$ cat src/hw/rtl/ole_pkg.sv
// Shared constants, codes and types of the ordered list engine.
package ole_pkg;

    localparam int LIST_DEPTH = 16;
    localparam int CNT_W      = $clog2(LIST_DEPTH + 1);
    localparam int ADDR_W     = $clog2(LIST_DEPTH);
    localparam int REQ_W      = 3;
    localparam int POS_W      = 8;
    localparam int VAL_W      = 32;
    localparam int STAT_W     = 2;

    localparam logic [REQ_W-1:0] REQ_INSERT = 3'd0;
    localparam logic [REQ_W-1:0] REQ_DELETE = 3'd1;
    localparam logic [REQ_W-1:0] REQ_CLEAR  = 3'd2;
    localparam logic [REQ_W-1:0] REQ_SORT   = 3'd3;
    localparam logic [REQ_W-1:0] REQ_DUMP   = 3'd4;

    localparam logic [STAT_W-1:0] ST_DONE  = 2'd0;
    localparam logic [STAT_W-1:0] ST_EMPTY = 2'd1;
    localparam logic [STAT_W-1:0] ST_FULL  = 2'd2;
    localparam logic [STAT_W-1:0] ST_ELEM  = 2'd3;

    typedef struct packed {
        logic signed [VAL_W-1:0] out_value;
        logic [STAT_W-1:0]       status;
        logic                    last;
    } result_t;

endpackage

$ cat src/hw/rtl/ole_req_if.sv
// Request channel of the ordered list engine.
interface ole_req_if;
    logic                             valid;
    logic                             ready;
    logic [ole_pkg::REQ_W-1:0]        req_type;
    logic [ole_pkg::POS_W-1:0]        position;
    logic signed [ole_pkg::VAL_W-1:0] value;

    modport source (output valid, output req_type, output position, output value,
                    input ready);
    modport sink   (input valid, input req_type, input position, input value,
                    output ready);
endinterface

$ cat src/hw/rtl/ole_rsp_if.sv
// Result channel of the ordered list engine.
interface ole_rsp_if;
    logic                             valid;
    logic                             ready;
    logic signed [ole_pkg::VAL_W-1:0] out_value;
    logic [ole_pkg::STAT_W-1:0]       status;
    logic                             last;

    modport source (output valid, output out_value, output status, output last,
                    input ready);
    modport sink   (input valid, input out_value, input status, input last,
                    output ready);
endinterface

$ cat src/hw/rtl/ole_outreg.sv
// One-entry output register that holds a result item until the receiver takes it.
module ole_outreg (
    input  logic             clk,
    input  logic             rst_n,
    input  logic             load,
    input  ole_pkg::result_t load_data,
    output logic             free,
    ole_rsp_if.source        rsp
);
    import ole_pkg::*;

    logic    valid_reg;
    logic    valid_next;
    result_t data_reg;

    assign free = !valid_reg || rsp.ready;

    always_comb
    begin
        valid_next = valid_reg;
        if (load)
        begin
            valid_next = 1'b1;
        end
        else if (rsp.ready)
        begin
            valid_next = 1'b0;
        end
    end

    always_ff @(posedge clk or negedge rst_n)
    begin
        if (!rst_n)
        begin
            valid_reg <= 1'b0;
        end
        else
        begin
            valid_reg <= valid_next;
        end
    end

    always_ff @(posedge clk)
    begin
        if (load)
        begin
            data_reg <= load_data;
        end
    end

    assign rsp.valid     = valid_reg;
    assign rsp.out_value = data_reg.out_value;
    assign rsp.status    = data_reg.status;
    assign rsp.last      = data_reg.last;

endmodule

$ cat src/hw/rtl/ordered_list_engine_unit.sv
// Ordered list engine: bounded list of signed values kept in a synchronous memory.
//
// Channels: req takes one request item (req_type, position, value); rsp gives
// result items (out_value, status, last). ready on req is high only while the
// engine is idle, so one request is worked on at a time.
// Every request but dump and unused codes gives one status item with last set; dump gives one
// item per element, last on the final one, or one empty status item.
// Insert and delete move the elements from the clamped position p to the end
// one place at a time through the single read and single write port of the
// list memory, whose reads are registered; sort moves elements over the same
// ports one per step, and dump reads one element at a time.
// Unused request codes are dropped with no result.
// Reset empties the list at once (element count to zero); the memory needs no
// clearing pass because only entries below the count are ever read.
// A stalled receiver holds the output register; the engine then waits with the
// next result and takes no new request until its last result is registered.
module ordered_list_engine_unit (
    input  logic      clk,
    input  logic      rst_n,
    ole_req_if.sink   req,
    ole_rsp_if.source rsp
);
    import ole_pkg::*;

    typedef enum logic [3:0] {
        S_IDLE,
        S_INS_RD,
        S_INS_WR,
        S_DEL_RD,
        S_DEL_WR,
        S_SORT_KEY,
        S_SORT_LOAD,
        S_SORT_CMP,
        S_SORT_PUT,
        S_DUMP_RD,
        S_DUMP_WR,
        S_RESP
    } state_t;

    state_t                  state_reg, state_next;
    logic [CNT_W-1:0]        count_reg, count_next;
    logic [CNT_W-1:0]        idx_reg, idx_next;
    logic [CNT_W-1:0]        i_reg, i_next;
    logic [CNT_W-1:0]        j_reg, j_next;
    logic [CNT_W-1:0]        pos_reg, pos_next;
    logic signed [VAL_W-1:0] val_reg, val_next;
    logic signed [VAL_W-1:0] key_reg, key_next;
    logic [STAT_W-1:0]       stat_reg, stat_next;

    logic signed [VAL_W-1:0] list_mem [LIST_DEPTH];
    logic signed [VAL_W-1:0] rdata_reg;
    logic                    mem_we, mem_re;
    logic [ADDR_W-1:0]       mem_waddr, mem_raddr;
    logic signed [VAL_W-1:0] mem_wdata;

    logic             out_load;
    result_t          out_data;
    logic             out_free;
    logic             accept;
    logic [CNT_W-1:0] pos_clamp;

    assign req.ready = (state_reg == S_IDLE);
    assign accept    = req.valid && req.ready;
    assign pos_clamp = (req.position > POS_W'(count_reg)) ? count_reg
                                                           : CNT_W'(req.position);

    always_comb
    begin
        state_next = state_reg;
        count_next = count_reg;
        idx_next   = idx_reg;
        i_next     = i_reg;
        j_next     = j_reg;
        pos_next   = pos_reg;
        val_next   = val_reg;
        key_next   = key_reg;
        stat_next  = stat_reg;
        mem_we     = 1'b0;
        mem_re     = 1'b0;
        mem_waddr  = '0;
        mem_raddr  = '0;
        mem_wdata  = rdata_reg;
        out_load   = 1'b0;
        out_data   = '{out_value: '0, status: stat_reg, last: 1'b1};

        unique case (state_reg)
            S_IDLE:
            begin
                if (accept)
                begin
                    pos_next = pos_clamp;
                    val_next = req.value;
                    unique case (req.req_type)
                        REQ_INSERT:
                        begin
                            if (count_reg == CNT_W'(LIST_DEPTH))
                            begin
                                stat_next  = ST_FULL;
                                state_next = S_RESP;
                            end
                            else
                            begin
                                idx_next   = count_reg;
                                state_next = S_INS_RD;
                            end
                        end
                        REQ_DELETE:
                        begin
                            if (POS_W'(count_reg) <= req.position)
                            begin
                                stat_next  = ST_EMPTY;
                                state_next = S_RESP;
                            end
                            else
                            begin
                                idx_next   = pos_clamp;
                                state_next = S_DEL_RD;
                            end
                        end
                        REQ_CLEAR:
                        begin
                            stat_next  = (count_reg == '0) ? ST_EMPTY : ST_DONE;
                            count_next = '0;
                            state_next = S_RESP;
                        end
                        REQ_SORT:
                        begin
                            stat_next = ST_DONE;
                            i_next    = CNT_W'(1);
                            if (count_reg > CNT_W'(1))
                            begin
                                state_next = S_SORT_KEY;
                            end
                            else
                            begin
                                state_next = S_RESP;
                            end
                        end
                        REQ_DUMP:
                        begin
                            idx_next = '0;
                            if (count_reg == '0)
                            begin
                                stat_next  = ST_EMPTY;
                                state_next = S_RESP;
                            end
                            else
                            begin
                                state_next = S_DUMP_RD;
                            end
                        end
                        default:
                        begin
                            state_next = S_IDLE;
                        end
                    endcase
                end
            end

            // shift elements up one place from the end down to the insert point
            S_INS_RD:
            begin
                if (idx_reg > pos_reg)
                begin
                    mem_re     = 1'b1;
                    mem_raddr  = ADDR_W'(idx_reg - CNT_W'(1));
                    state_next = S_INS_WR;
                end
                else
                begin
                    mem_we     = 1'b1;
                    mem_waddr  = ADDR_W'(pos_reg);
                    mem_wdata  = val_reg;
                    count_next = count_reg + CNT_W'(1);
                    stat_next  = ST_DONE;
                    state_next = S_RESP;
                end
            end

            S_INS_WR:
            begin
                mem_we     = 1'b1;
                mem_waddr  = ADDR_W'(idx_reg);
                idx_next   = idx_reg - CNT_W'(1);
                state_next = S_INS_RD;
            end

            // shift elements down one place from the delete point to the end
            S_DEL_RD:
            begin
                if (idx_reg + CNT_W'(1) < count_reg)
                begin
                    mem_re     = 1'b1;
                    mem_raddr  = ADDR_W'(idx_reg + CNT_W'(1));
                    state_next = S_DEL_WR;
                end
                else
                begin
                    count_next = count_reg - CNT_W'(1);
                    stat_next  = ST_DONE;
                    state_next = S_RESP;
                end
            end

            S_DEL_WR:
            begin
                mem_we     = 1'b1;
                mem_waddr  = ADDR_W'(idx_reg);
                idx_next   = idx_reg + CNT_W'(1);
                state_next = S_DEL_RD;
            end

            S_SORT_KEY:
            begin
                mem_re     = 1'b1;
                mem_raddr  = ADDR_W'(i_reg);
                j_next     = i_reg;
                state_next = S_SORT_LOAD;
            end

            S_SORT_LOAD:
            begin
                key_next   = rdata_reg;
                mem_re     = 1'b1;
                mem_raddr  = ADDR_W'(j_reg - CNT_W'(1));
                state_next = S_SORT_CMP;
            end

            // rdata holds element j-1; move it up while it is not below the key
            S_SORT_CMP:
            begin
                mem_we    = 1'b1;
                mem_waddr = ADDR_W'(j_reg);
                if (rdata_reg >= key_reg)
                begin
                    j_next = j_reg - CNT_W'(1);
                    if (j_reg > CNT_W'(1))
                    begin
                        mem_re    = 1'b1;
                        mem_raddr = ADDR_W'(j_reg - CNT_W'(2));
                    end
                    else
                    begin
                        state_next = S_SORT_PUT;
                    end
                end
                else
                begin
                    mem_wdata = key_reg;
                    i_next    = i_reg + CNT_W'(1);
                    if (i_reg + CNT_W'(1) < count_reg)
                    begin
                        state_next = S_SORT_KEY;
                    end
                    else
                    begin
                        state_next = S_RESP;
                    end
                end
            end

            S_SORT_PUT:
            begin
                mem_we    = 1'b1;
                mem_waddr = ADDR_W'(j_reg);
                mem_wdata = key_reg;
                i_next    = i_reg + CNT_W'(1);
                if (i_reg + CNT_W'(1) < count_reg)
                begin
                    state_next = S_SORT_KEY;
                end
                else
                begin
                    state_next = S_RESP;
                end
            end

            S_DUMP_RD:
            begin
                mem_re     = 1'b1;
                mem_raddr  = ADDR_W'(idx_reg);
                state_next = S_DUMP_WR;
            end

            // rdata stays put until the output register has room
            S_DUMP_WR:
            begin
                out_data = '{out_value: rdata_reg, status: ST_ELEM,
                             last: (idx_reg + CNT_W'(1) == count_reg)};
                if (out_free)
                begin
                    out_load = 1'b1;
                    if (idx_reg + CNT_W'(1) == count_reg)
                    begin
                        state_next = S_IDLE;
                    end
                    else
                    begin
                        idx_next   = idx_reg + CNT_W'(1);
                        state_next = S_DUMP_RD;
                    end
                end
            end

            S_RESP:
            begin
                if (out_free)
                begin
                    out_load   = 1'b1;
                    state_next = S_IDLE;
                end
            end

            default:
            begin
                state_next = S_IDLE;
            end
        endcase
    end

    always_ff @(posedge clk or negedge rst_n)
    begin
        if (!rst_n)
        begin
            state_reg <= S_IDLE;
            count_reg <= '0;
            idx_reg   <= '0;
            i_reg     <= '0;
            j_reg     <= '0;
            pos_reg   <= '0;
            stat_reg  <= ST_DONE;
            val_reg   <= '0;
            key_reg   <= '0;
        end
        else
        begin
            state_reg <= state_next;
            count_reg <= count_next;
            idx_reg   <= idx_next;
            i_reg     <= i_next;
            j_reg     <= j_next;
            pos_reg   <= pos_next;
            stat_reg  <= stat_next;
            val_reg   <= val_next;
            key_reg   <= key_next;
        end
    end

    always_ff @(posedge clk)
    begin
        if (mem_we)
        begin
            list_mem[mem_waddr] <= mem_wdata;
        end
        if (mem_re)
        begin
            rdata_reg <= list_mem[mem_raddr];
        end
    end

    ole_outreg u_outreg (
        .clk       (clk),
        .rst_n     (rst_n),
        .load      (out_load),
        .load_data (out_data),
        .free      (out_free),
        .rsp       (rsp)
    );

    a_count_bound: assert property (@(posedge clk) disable iff (!rst_n)
        count_reg <= CNT_W'(LIST_DEPTH))
        else $error("element count above list depth");

    a_no_same_addr: assert property (@(posedge clk) disable iff (!rst_n)
        !(mem_we && mem_re && (mem_waddr == mem_raddr)))
        else $error("read and write of the same entry in one cycle");

    a_load_free: assert property (@(posedge clk) disable iff (!rst_n)
        out_load |-> !rsp.valid || rsp.ready)
        else $error("result loaded over an untaken item");

    a_count_step: assert property (@(posedge clk) disable iff (!rst_n)
        (count_reg != $past(count_reg)) |->
            (count_reg == $past(count_reg) + CNT_W'(1)) ||
            (count_reg == $past(count_reg) - CNT_W'(1)) ||
            (count_reg == '0))
        else $error("element count changed by more than one");

endmodule
$ cat src/flat_wrapper.sv
// flat-port wrapper written by rule: the top's interface ports become plain ports
module ordered_list_engine_unit_flat import ole_pkg::*;
  (clk, rst_n, req_valid, req_req_type, req_position, req_value, req_ready, rsp_valid, rsp_out_value, rsp_status, rsp_last, rsp_ready);
  ole_req_if req_i ();
  ole_rsp_if rsp_i ();
  input  logic clk;
  input  logic rst_n;
  input wire logic [$bits(req_i.valid)-1:0] req_valid;
  input wire logic [$bits(req_i.req_type)-1:0] req_req_type;
  input wire logic [$bits(req_i.position)-1:0] req_position;
  input wire logic [$bits(req_i.value)-1:0] req_value;
  output wire logic [$bits(req_i.ready)-1:0] req_ready;
  output wire logic [$bits(rsp_i.valid)-1:0] rsp_valid;
  output wire logic [$bits(rsp_i.out_value)-1:0] rsp_out_value;
  output wire logic [$bits(rsp_i.status)-1:0] rsp_status;
  output wire logic [$bits(rsp_i.last)-1:0] rsp_last;
  input wire logic [$bits(rsp_i.ready)-1:0] rsp_ready;
  assign req_i.valid = req_valid;
  assign req_i.req_type = req_req_type;
  assign req_i.position = req_position;
  assign req_i.value = req_value;
  assign req_ready = req_i.ready;
  assign rsp_valid = rsp_i.valid;
  assign rsp_out_value = rsp_i.out_value;
  assign rsp_status = rsp_i.status;
  assign rsp_last = rsp_i.last;
  assign rsp_i.ready = rsp_ready;
  ordered_list_engine_unit u_core (.clk(clk), .rst_n(rst_n), .req(req_i), .rsp(rsp_i));
endmodule
$ cat config.mk
export PLATFORM = sky130hd
export DESIGN_NAME = ordered_list_engine_unit_flat
export DESIGN_NICKNAME = d
export VERILOG_FILES = /design/src/hw/rtl/ole_pkg.sv /design/src/hw/rtl/ole_req_if.sv /design/src/hw/rtl/ole_rsp_if.sv /design/src/hw/rtl/ole_outreg.sv /design/src/hw/rtl/ordered_list_engine_unit.sv /design/src/flat_wrapper.sv
export SDC_FILE = /design/constraint.sdc
export NUM_CORES = 1
export LEC_CHECK = 0
export BUFFER_PORTS_ARGS = -buffer_cell sky130_fd_sc_hd__buf_2
export CORE_UTILIZATION = 35
export CTS_CLUSTER_SIZE = 28
export DETAILED_ROUTE_END_ITERATION = 16
export HOLD_SLACK_MARGIN = 0.08
export PLACE_DENSITY = 0.48
export SYNTH_ARGS = -nofsm -noshare
export SYNTH_HDL_FRONTEND = slang
export SYNTH_SLANG_ARGS = --single-unit
$ cat constraint.sdc
create_clock -name clk -period 6.1 [get_ports clk]
set_input_delay 0 -clock clk [delete_from_list [all_inputs] [get_ports clk]]
set_output_delay 0 -clock clk [all_outputs]
set_load 0.01 [all_outputs]
# == Word level (Yosys, flattened, before mapping) ==
# Memories as Yosys holds them, arrays and structs flattened. A register that Yosys moved wholly into a read port is not among the register bits.
# Index checks and enable logic that the tools add are counted.
# word_totals
n_memories,1
output_inout_bits,37
input_bits,47
regBits,131
ram_bits,512
# memory_table
memory,words,word_bits,read_ports,rd_clocked_by_memory_dff,wr,line,source
u_core.list_mem,16,32,1,1,1,ordered_list_engine_unit.sv:50,logic signed [VAL_W-1:0] list_mem [LIST_DEPTH];
# classes
mux,66
add_sub_neg,7
order_cmp,8
n_reduce_logical,23
n_eq_ne,35
# op_table
operator,n
$pmux 32 s3,1
$mux 5,14
$mux 4,17
$mux 32,2
$pmux 4 s12,1
$pmux 5 s3,3
$ge 32x32->1,1
$pmux 4 s6,1
$pmux 4 s5,1
$pmux 5 s4,1
$ne 3x3->1 const B,6
$eq 4x3->1 const B,4
$eq 4x4->1 const B,4
$add 5x1->5 const B,3
$sub 5x1->5 const B,3
$mux 2,7
$ne 2x2->1 const B,7
$mux 1,12
$pmux 4 s3,1
$gt 5x1->1 const B,2
$lt 5x5->1,2
$pmux 2 s5,1
$pmux 5 s2,1
$eq 4x2->1 const B,2
33 further kinds,42

# == Longest topological paths before layout ==
# Gate-level depths: netlist of the first run.
# logic_depth
word_depth,6
mapped_depth,17
mapped_depth_nobuf,14

# == Cells and area by module ==
# A second synthesis of the first run with hierarchy kept.
# unflattened
hier_cells,1939
area_unflattened_um2,28766.3
# by_module_without_submodules
module,cells_per_inst,n_inst,seq_area_each_um2,area_each_um2
ordered_list_engine_unit,1901,1,18712.9,27667.8
ole_outreg,38,1,1076.0,1098.6

# == Worst setup path before layout of the first run ==
# Ideal clock, no wire load.
# synth_path
kind,flip-flop to flip-flop
startpoint,register u_core.idx_reg[0]
endpoint,memory u_core.list_mem[0][0] (enable)
arrival_ps,3473
path_stages_with_launch,11
required_time_ps,5679
slack_ps,2206
setup_ps,421
path_buffers,0
cell_sequence,dfrtp_1 -> inv_1 -> ha_1 -> and3_1 -> a31oi_1 -> o31a_1 -> nor2_1 -> a221oi_1 -> nand2_1 -> o21bai_1 -> nor2_1
# synth_between
elab_chain_cells,5
word_cells_on_any_way,7
classes_between,order compare (1); mux (6)
# synth_lines
item,line,source
start: declaration,ordered_list_engine_unit.sv:42,"logic [CNT_W-1:0] idx_reg, idx_next;"
start signal: assignment,ordered_list_engine_unit.sv:339,idx_reg <= idx_next;
$gt 5x5->1,ordered_list_engine_unit.sv:163,if (idx_reg > pos_reg)
$mux 1,ordered_list_engine_unit.sv:163,
$pmux 1 s2,ordered_list_engine_unit.sv:86,unique case (state_reg)
$mux 1,ordered_list_engine_unit.sv:351,if (mem_we)
$mux 1 (implied by the code),ordered_list_engine_unit.sv:353,list_mem[mem_waddr] <= mem_wdata;
end: declaration,ordered_list_engine_unit.sv:50,
# Several ways; a longest one is shown, not always the timed one.

# == Final worst setup path of the first run ==
# layout_path
startpoint,register u_core.idx_reg[2]
endpoint,register u_core.rdata_reg[7] (read register of u_core.list_mem) (data pin)
# layout_between
elab_chain_cells,4
word_cells_on_any_way,10
classes_between,add/sub (2); order compare (2); mux (6)
# layout_lines
item,line,source
$add 5x1->5,ordered_list_engine_unit.sv:191,if (idx_reg + CNT_W'(1) < count_reg)
$lt 5x5->1,ordered_list_engine_unit.sv:191,
$mux 4 or $mux 1 (tied branches),ordered_list_engine_unit.sv:191,
$pmux 4 s6 or $pmux 1 s4 (tied branches),ordered_list_engine_unit.sv:86,
end: declaration,ordered_list_engine_unit.sv:51,logic signed [VAL_W-1:0] rdata_reg;
# Several ways; a longest one is shown, not always the timed one.
# A chain may end at the register's enable or synchronous reset.

==> flow_summary.ini, run 1 <==
[pwr]
power.switching_uw = 8833
ir_worst_vdd_mv = 0.4722
pwr-share-seq_pct = 37.5
comb_power_share_pct = 41.5
pwr-share-clk_pct = 21.0
total_power_uw = 21430
internal_power_uw = 12600
powerDensity_nw_per_um2 = 620.2
p_leak_uw = 0.01230
p_sw_share_pct = 41.22

[timing]
hold_viol = 0
worst_pin_slew_ps = 1259
fin_setup_tns_ps = 0
setup_viol = 0
post-route-period-util_pct = 85.93
slew_viol_final = 0
max_freq_mhz = 190.8
rsz0062_at_grt = false
relSlewSlack_pct = 14.72
min_period_ps = 5242
finalClockSkew_ps = 27.73

[cts]
cts_inserted_buffers = 74
htreeDepth = 3
cts_buffer_depth = 3
tritoncts = yes
cts_setup_buffers = 0
cts_sinks = 675
cts_resized = 0
cts_root_buf = clkbuf_16
path_clk_slew_ps = 60
clk_latency_ps = 620

[worst_setup_path]
crit_end = u_core.rdata_reg[7]
reg2reg_depth = 12
cp-end-kind = flip-flop
r2r_end = u_core.rdata_reg[7]
cp-startpoint = u_core.idx_reg[2]
arrival_ps = 5630
r2r_start = u_core.idx_reg[2]
critPathMaxStageDelay_ps = 1010
cp_common_cell = o21ai_1
critPathRequiredTime_ps = 6490
worstSetupPathType = reg2reg
slowest_stage = o311ai_1
start_kind = flip-flop
r2r_slack_ps = 860
critPathMaxFanout = 27
critical_path.cell_chain = ha_1, o21ai_1, a21oi_1, o311ai_1, nor2_1, a211oi_2, o21ai_4, nand2b_2, buf_4, a211oi_1, or4_1, o21ai_1

[die]
start_util_pct = 35.42
rows = 106
io_pins = 84
core_area_um2 = 83690
die_x_um = 293.0
die_h_um = 293.0
design.die.area_um2 = 85870

[route]
wirelength_um = 92030
ant_nets = 0
viasPerCell = 5.550
drt_iter0_markers = 2268
drc = 0
wl_per_cell_um = 25.75
dr.pass1.iters = 6
num_vias = 19836

[grt]
grt_pass1_vias = 19577
grt_max_degree = 159
grt_pass1_wl_um = 134400
grt_antenna_before_repair = 0
globalRouteTotalUtil_pct = 21.35
gr-total-overflow = 0

[yosys]
yosysTopAreaCell = edfxtp_1
syn_nets = 2356
yosysSeqAreaShare_pct = 66.75
synth_ff_type = edfxtp_1
postSynthCellCount = 2248
synth-edff-count = 579
synth.distinct_cells = 81
netlist_area_um2 = 29650
yosysMostFrequentCell = edfxtp_1
yosys_register_bits = 675
ys_warn_count = 0
async_reset_ff_share_pct = 14.22
syn_area_per_cell_um2 = 13.19
synth_top_area_share_pct = 58.65
synth_area_leaders = edfxtp_1 59%, dfrtp_1 8.1%, nand2_1 3.5%
netlist_top_cells_count = 579 x edfxtp_1, 277 x nand2_1, 142 x nand3_1, 128 x a211oi_1, 98 x mux2i_1

[finish]
multi_input_area_um2 = 9133
largest_register = u_core.list_mem
post_layout_nonfiller_instances = 3574
largest_reg_flops = 512
area_delta_synth_final_pct = 16.55
nFillCells = 7719
drive_gt1_share_pct = 14.22
nNetsFinal = 2487
area.sequential_um2 = 19790
diodes = 0
fin_util_pct = 41.29
final_area_um2 = 34550

[place]
hpwl_um = 56440
gp_congestion = 0.9116
io_buffers = 83
dp.cells = 3395
dpl_cell_area_um2 = 31710

[min_path]
hold_path_class = in2async

[run_status]
run_status = complete, no violations

[flow_run]
maxCapViolCount = 0
==> layer usage <==
layer,global-route usage (%),wire length [µm],up-vias
met1,29.95,40770,9984
met5,0,0,-
met2,33.93,42650,806
met4,7.292,2797,0
met3,2.943,5811,157
li1,-,-,8889
==> timing repair <==
action / CTS / global route
setup endpoints to repair: 0 / 0
hold endpoints to repair: 106 / 0
hold buffers: 42 / 0
==> power groups by stage <==
| stage | Sequential (µW) | Combinational, µW | Clock (µW) |
|---|---|---|---|
| 2_1_floorplan | 7750 | 5500 | 0 |
| 3_3_place_gp | 8100 | 8740 | 0 |
| 3_5_place_dp | 8120 | 8850 | 0 |
| 4_1_cts | 8030 | 8910 | 4600 |
| 5_1_grt | 8120 | 9640 | 4770 |
| 6_report | 8040 | 8890 | 4500 |
==> worst max-delay path: cells and delay by family (launching register included) <==
| family | cells | cell delay [ps] |
|---|---|---|
| AO/OA/AOI/OAI | 7 | 2610 |
| buffers and inverters | 1 | 500 |
| flip-flops | 1 | 640 |
| AND/OR/NAND/NOR | 3 | 880 |
| adder cells (fa/ha/maj) | 1 | 340 |
==> placed cells by master (no fill, tap or decap), types with 40 or more instances in the layout <==
cell type and count:
a211oi_1 128, a21oi_1 56, buf_2 82, buf_4 57
clkbuf_16 76, dfrtp_1 96, dlygate4sd3_1 42, edfxtp_1 579
ha_1 61, inv_1 88, mux2i_1 98, nand2_1 276
nand3_1 142, nor2_1 40, o21ai_0 83
==> cells by family (layout without fill, tap and decap cells) <==
group / count (synthesis) / in the layout / share of synthesized area, %
DFF: 675 / 675 / 66.75
and+or+nand+nor: 662 / 662 / 10.79
AOI/OAI and AO/OA: 475 / 475 / 11.40
buffers and inverters: 224 / 416 / 3.195
muxes: 138 / 138 / 4.904
adders and majority gates: 61 / 61 / 2.574
xor gates and xnor gates: 13 / 13 / 0.3841
==> stage by stage <==
| step | hold WS, ps | worst slack (ps) |
|---|---|---|
| 2_1_floorplan | -295.6 | 2206 |
| 3_3_place_gp | 200.4 | 1084 |
| 3_5_place_dp | 213.8 | 919.6 |
| 4_1_cts | 86.81 | 948.8 |
| 5_1_grt | 133.0 | 720.0 |
| 6_report | 88.42 | 858.4 |
==> worst min-delay path by stage <==
stage,endpoint,depth (start not counted),slack (ps)
after floorplan,u_core.count_reg[0],0,-300
after global routing,u_core.val_reg[4],3,130
after global placement,u_core.key_reg[24],1,200
final,u_core.key_reg[24],2,90
after detailed placement,u_core.key_reg[24],1,210
after CTS,u_core.idx_reg[0],4,90
==> layout make-up <==
class | count | share of cell area, %
timing repair buffer | 191 | 4.222
multi-input combinational | 1349 | 26.43
inverter | 88 | 0.9560
clock inverter | 42 | 1.217
clock buffer | 95 | 5.797
sequential | 675 | 57.27
tap | 1134 | 4.106
Note: power is estimated with default switching activity, not from simulation.
==> run 2, diff against run 1 <==
--- a/config.mk
+++ b/config.mk
@@ -6,11 +6,12 @@
 export NUM_CORES = 1
 export LEC_CHECK = 0
 export BUFFER_PORTS_ARGS = -buffer_cell sky130_fd_sc_hd__buf_2
-export CORE_UTILIZATION = 35
+export CORE_UTILIZATION = 45
 export CTS_CLUSTER_SIZE = 28
 export DETAILED_ROUTE_END_ITERATION = 16
 export HOLD_SLACK_MARGIN = 0.08
-export PLACE_DENSITY = 0.48
+export PLACE_DENSITY = 0.59
 export SYNTH_ARGS = -nofsm -noshare
 export SYNTH_HDL_FRONTEND = slang
+export SYNTH_HIERARCHICAL = 1
 export SYNTH_SLANG_ARGS = --single-unit
==> run 2 against run 1 <==
Combinational power down 15%. Clock skew up 1.4 ps. First-iteration DRC count down 29%. Area after synthesis down 3.0%. Final cell count down 16%. Synthesized cell count down 14%. Sequential power down 2%. Die area down 24%. Non-clock buffer count up 8. Sequential share of layout area up 1.9 points. Routed wire length down 17%.
==> flow_summary.ini, run 2 <==
[run_status]
run_status = complete, no violations

[finish]
area_delta_synth_final_pct = 16.20
area.sequential_um2 = 19790
largest_register = u_core/list_mem
nNetsFinal = 2213
drive_gt1_share_pct = 15.36
layout_commonest_cell = edfxtp_1
diodes = 0
nFillCells = 5220
mostFrequentLayoutCells = 579 x edfxtp_1, 259 x mux2i_1, 136 x o22ai_1
fin_util_pct = 52.99
largest_reg_flops = 512
multi_input_area_um2 = 8205
final_area_um2 = 33430

[yosys]
syn_nets = 2048
async_reset_ff_share_pct = 14.22
ys_warn_count = 6
postSynthCellCount = 1939
yosysSeqAreaShare_pct = 68.79
synth_area_leaders = edfxtp_1 60%, mux2i_1 9.0%, dfrtp_1 8.4%
netlist_top_cells_count = 579 x edfxtp_1, 259 x mux2i_1, 136 x o22ai_1, 98 x inv_1, 96 x dfrtp_1
yosys_register_bits = 675
syn_area_per_cell_um2 = 14.84
synth-edff-count = 579
yosysMostFrequentCell = edfxtp_1
synth_ff_type = edfxtp_1
yosysTopAreaCell = edfxtp_1
synth.distinct_cells = 69
synth_top_area_share_pct = 60.44
netlist_area_um2 = 28770

[timing]
max_freq_mhz = 198.6
rsz0062_at_grt = false
worst_pin_slew_ps = 1057
setup_viol = 0
finalClockSkew_ps = 29.11
relSlewSlack_pct = 29.53
fin_setup_tns_ps = 0
hold_viol = 0
min_period_ps = 5036
post-route-period-util_pct = 82.55
slew_viol_final = 0
setup_slack_ps = 1064

[min_path]
hold_path_class = in2reg

[worst_setup_path]
worstSetupPathType = reg2reg
critPathMaxFanout = 48
critPathRequiredTime_ps = 6430
arrival_ps = 5370
critPathMaxStageDelay_ps = 740
slowest_stage = o221a_4
start_kind = flip-flop
critical_path.cell_chain = ha_1, nand4_1, inv_1, a221oi_1, nor3_2, nor4_1, or2_1, o221a_4, buf_12, mux2i_1, o22ai_1, or4_1
cp-end-kind = flip-flop

[cts]
cts_inserted_buffers = 71
cts_sinks = 675
cts_root_buf = clkbuf_16
htreeDepth = 3
tritoncts = yes
path_clk_slew_ps = 60
cts_setup_buffers = 0
cts_buffer_depth = 3
cts_resized = 0
hold_buffers = 57
clk_latency_ps = 610

[route]
num_vias = 17707
viasPerCell = 5.889
drc = 0
dr.pass1.iters = 6
drt_iter0_markers = 1604
wirelength_um = 76100
wl_per_cell_um = 25.31
ant_nets = 0

[place]
hpwl_um = 45030
io_buffers = 83
gp_congestion = 0.8698
dpl_worst_slack_ps = 1095
dpl_cell_area_um2 = 30440

[die]
die_x_um = 254.8
die_h_um = 254.8
io_pins = 84
design.die.area_um2 = 64940
rows = 92
core_area_um2 = 63080
start_util_pct = 45.60

[pwr]
p_leak_uw = 0.01335
powerDensity_nw_per_um2 = 594.6
ir_worst_vdd_mv = 0.3598

[flow_run]
maxCapViolCount = 0

[grt]
globalRouteTotalUtil_pct = 23.81
grt_pass1_wl_um = 112000
grt_max_degree = 66
grt_pass1_vias = 17273
grt_antenna_before_repair = 0
gr-total-overflow = 0
-- run 2: cells by family after synthesis --
family          after synthesis  synth area share (%)
fa+ha+maj                    62                 2.697
simple gates                305                 5.533
buf+inv                     205                 3.336
flops                       675                 68.79
compound gates              384                 8.817
mux                         296                 10.46
xor+xnor                     12                0.3654
-- run 2: metal layers --
layer | wire (µm) | vias up | share of wire (%) | track usage [%]
li1 | - | 7908 | - | -
met1 | 32320 | 9049 | 42 | 32.34
met2 | 37050 | 640 | 49 | 39.56
met3 | 5030 | 110 | 6.6 | 3.590
met4 | 1701 | 0 | 2.2 | 7.220
met5 | 0 | - | 0 | 0
-- run 2: layout make-up --
type                    count  area share, %
clock buffers              90          5.899
flip-flops and latches    675          59.20
repair buffers            199          4.821
clock inverters            40          1.265
multi-input cells        1059          24.55
well taps                 846          3.167
inverters                  98          1.100
-- run 2: report_power, final --
part / internal, µW / total, µW / switching [µW]
Sequential: 7270 / 7900 / 630
Clock: 2640 / 4400 / 1760
Combinational: 2640 / 7580 / 4940
-- run 2: path summary, 6_finish.rpt --
| path | start | end | slack (ps) | depth (start not counted) |
|---|---|---|---|---|
| max in group asynchronous | rst_n | u_core/val_reg[23] | 4840 | 4 |
| worst max-delay path | u_core/rdata_reg[9] | u_core/rdata_reg[24] | 1060 | 12 |
| worst min register to register | u_core/pos_reg[4] | u_core/pos_reg[4] | 500 | 2 |
| min in group asynchronous | rst_n | u_core/idx_reg[2] | 460 | 4 |
| worst max register to register | u_core/rdata_reg[9] | u_core/rdata_reg[24] | 1060 | 12 |
| worst min-delay path | req_value[2] | u_core/val_reg[2] | 170 | 3 |
-- run 2: worst max-delay path: cells and delay by family (launching register included) --
kind	cells	cell delay (ps)
DFF	1	520
adders and majority gates	1	350
muxes	1	250
and+or+nand+nor	5	1650
buffers and inverters	2	470
AOI/OAI and AO/OA	3	1440
-- run 2: metrics by stage --
step / std cells / hold WS, ps / power, µW
CTS: 3007 / 134.4 / 19940
global placement: 2820 / 60.37 / 15240
floorplan: 1939 / -295.6 / 12780
detailed placement: 2820 / 59.72 / 15410
finish: 3007 / 166.4 / 19880
global route: 3007 / 171.2 / 20890
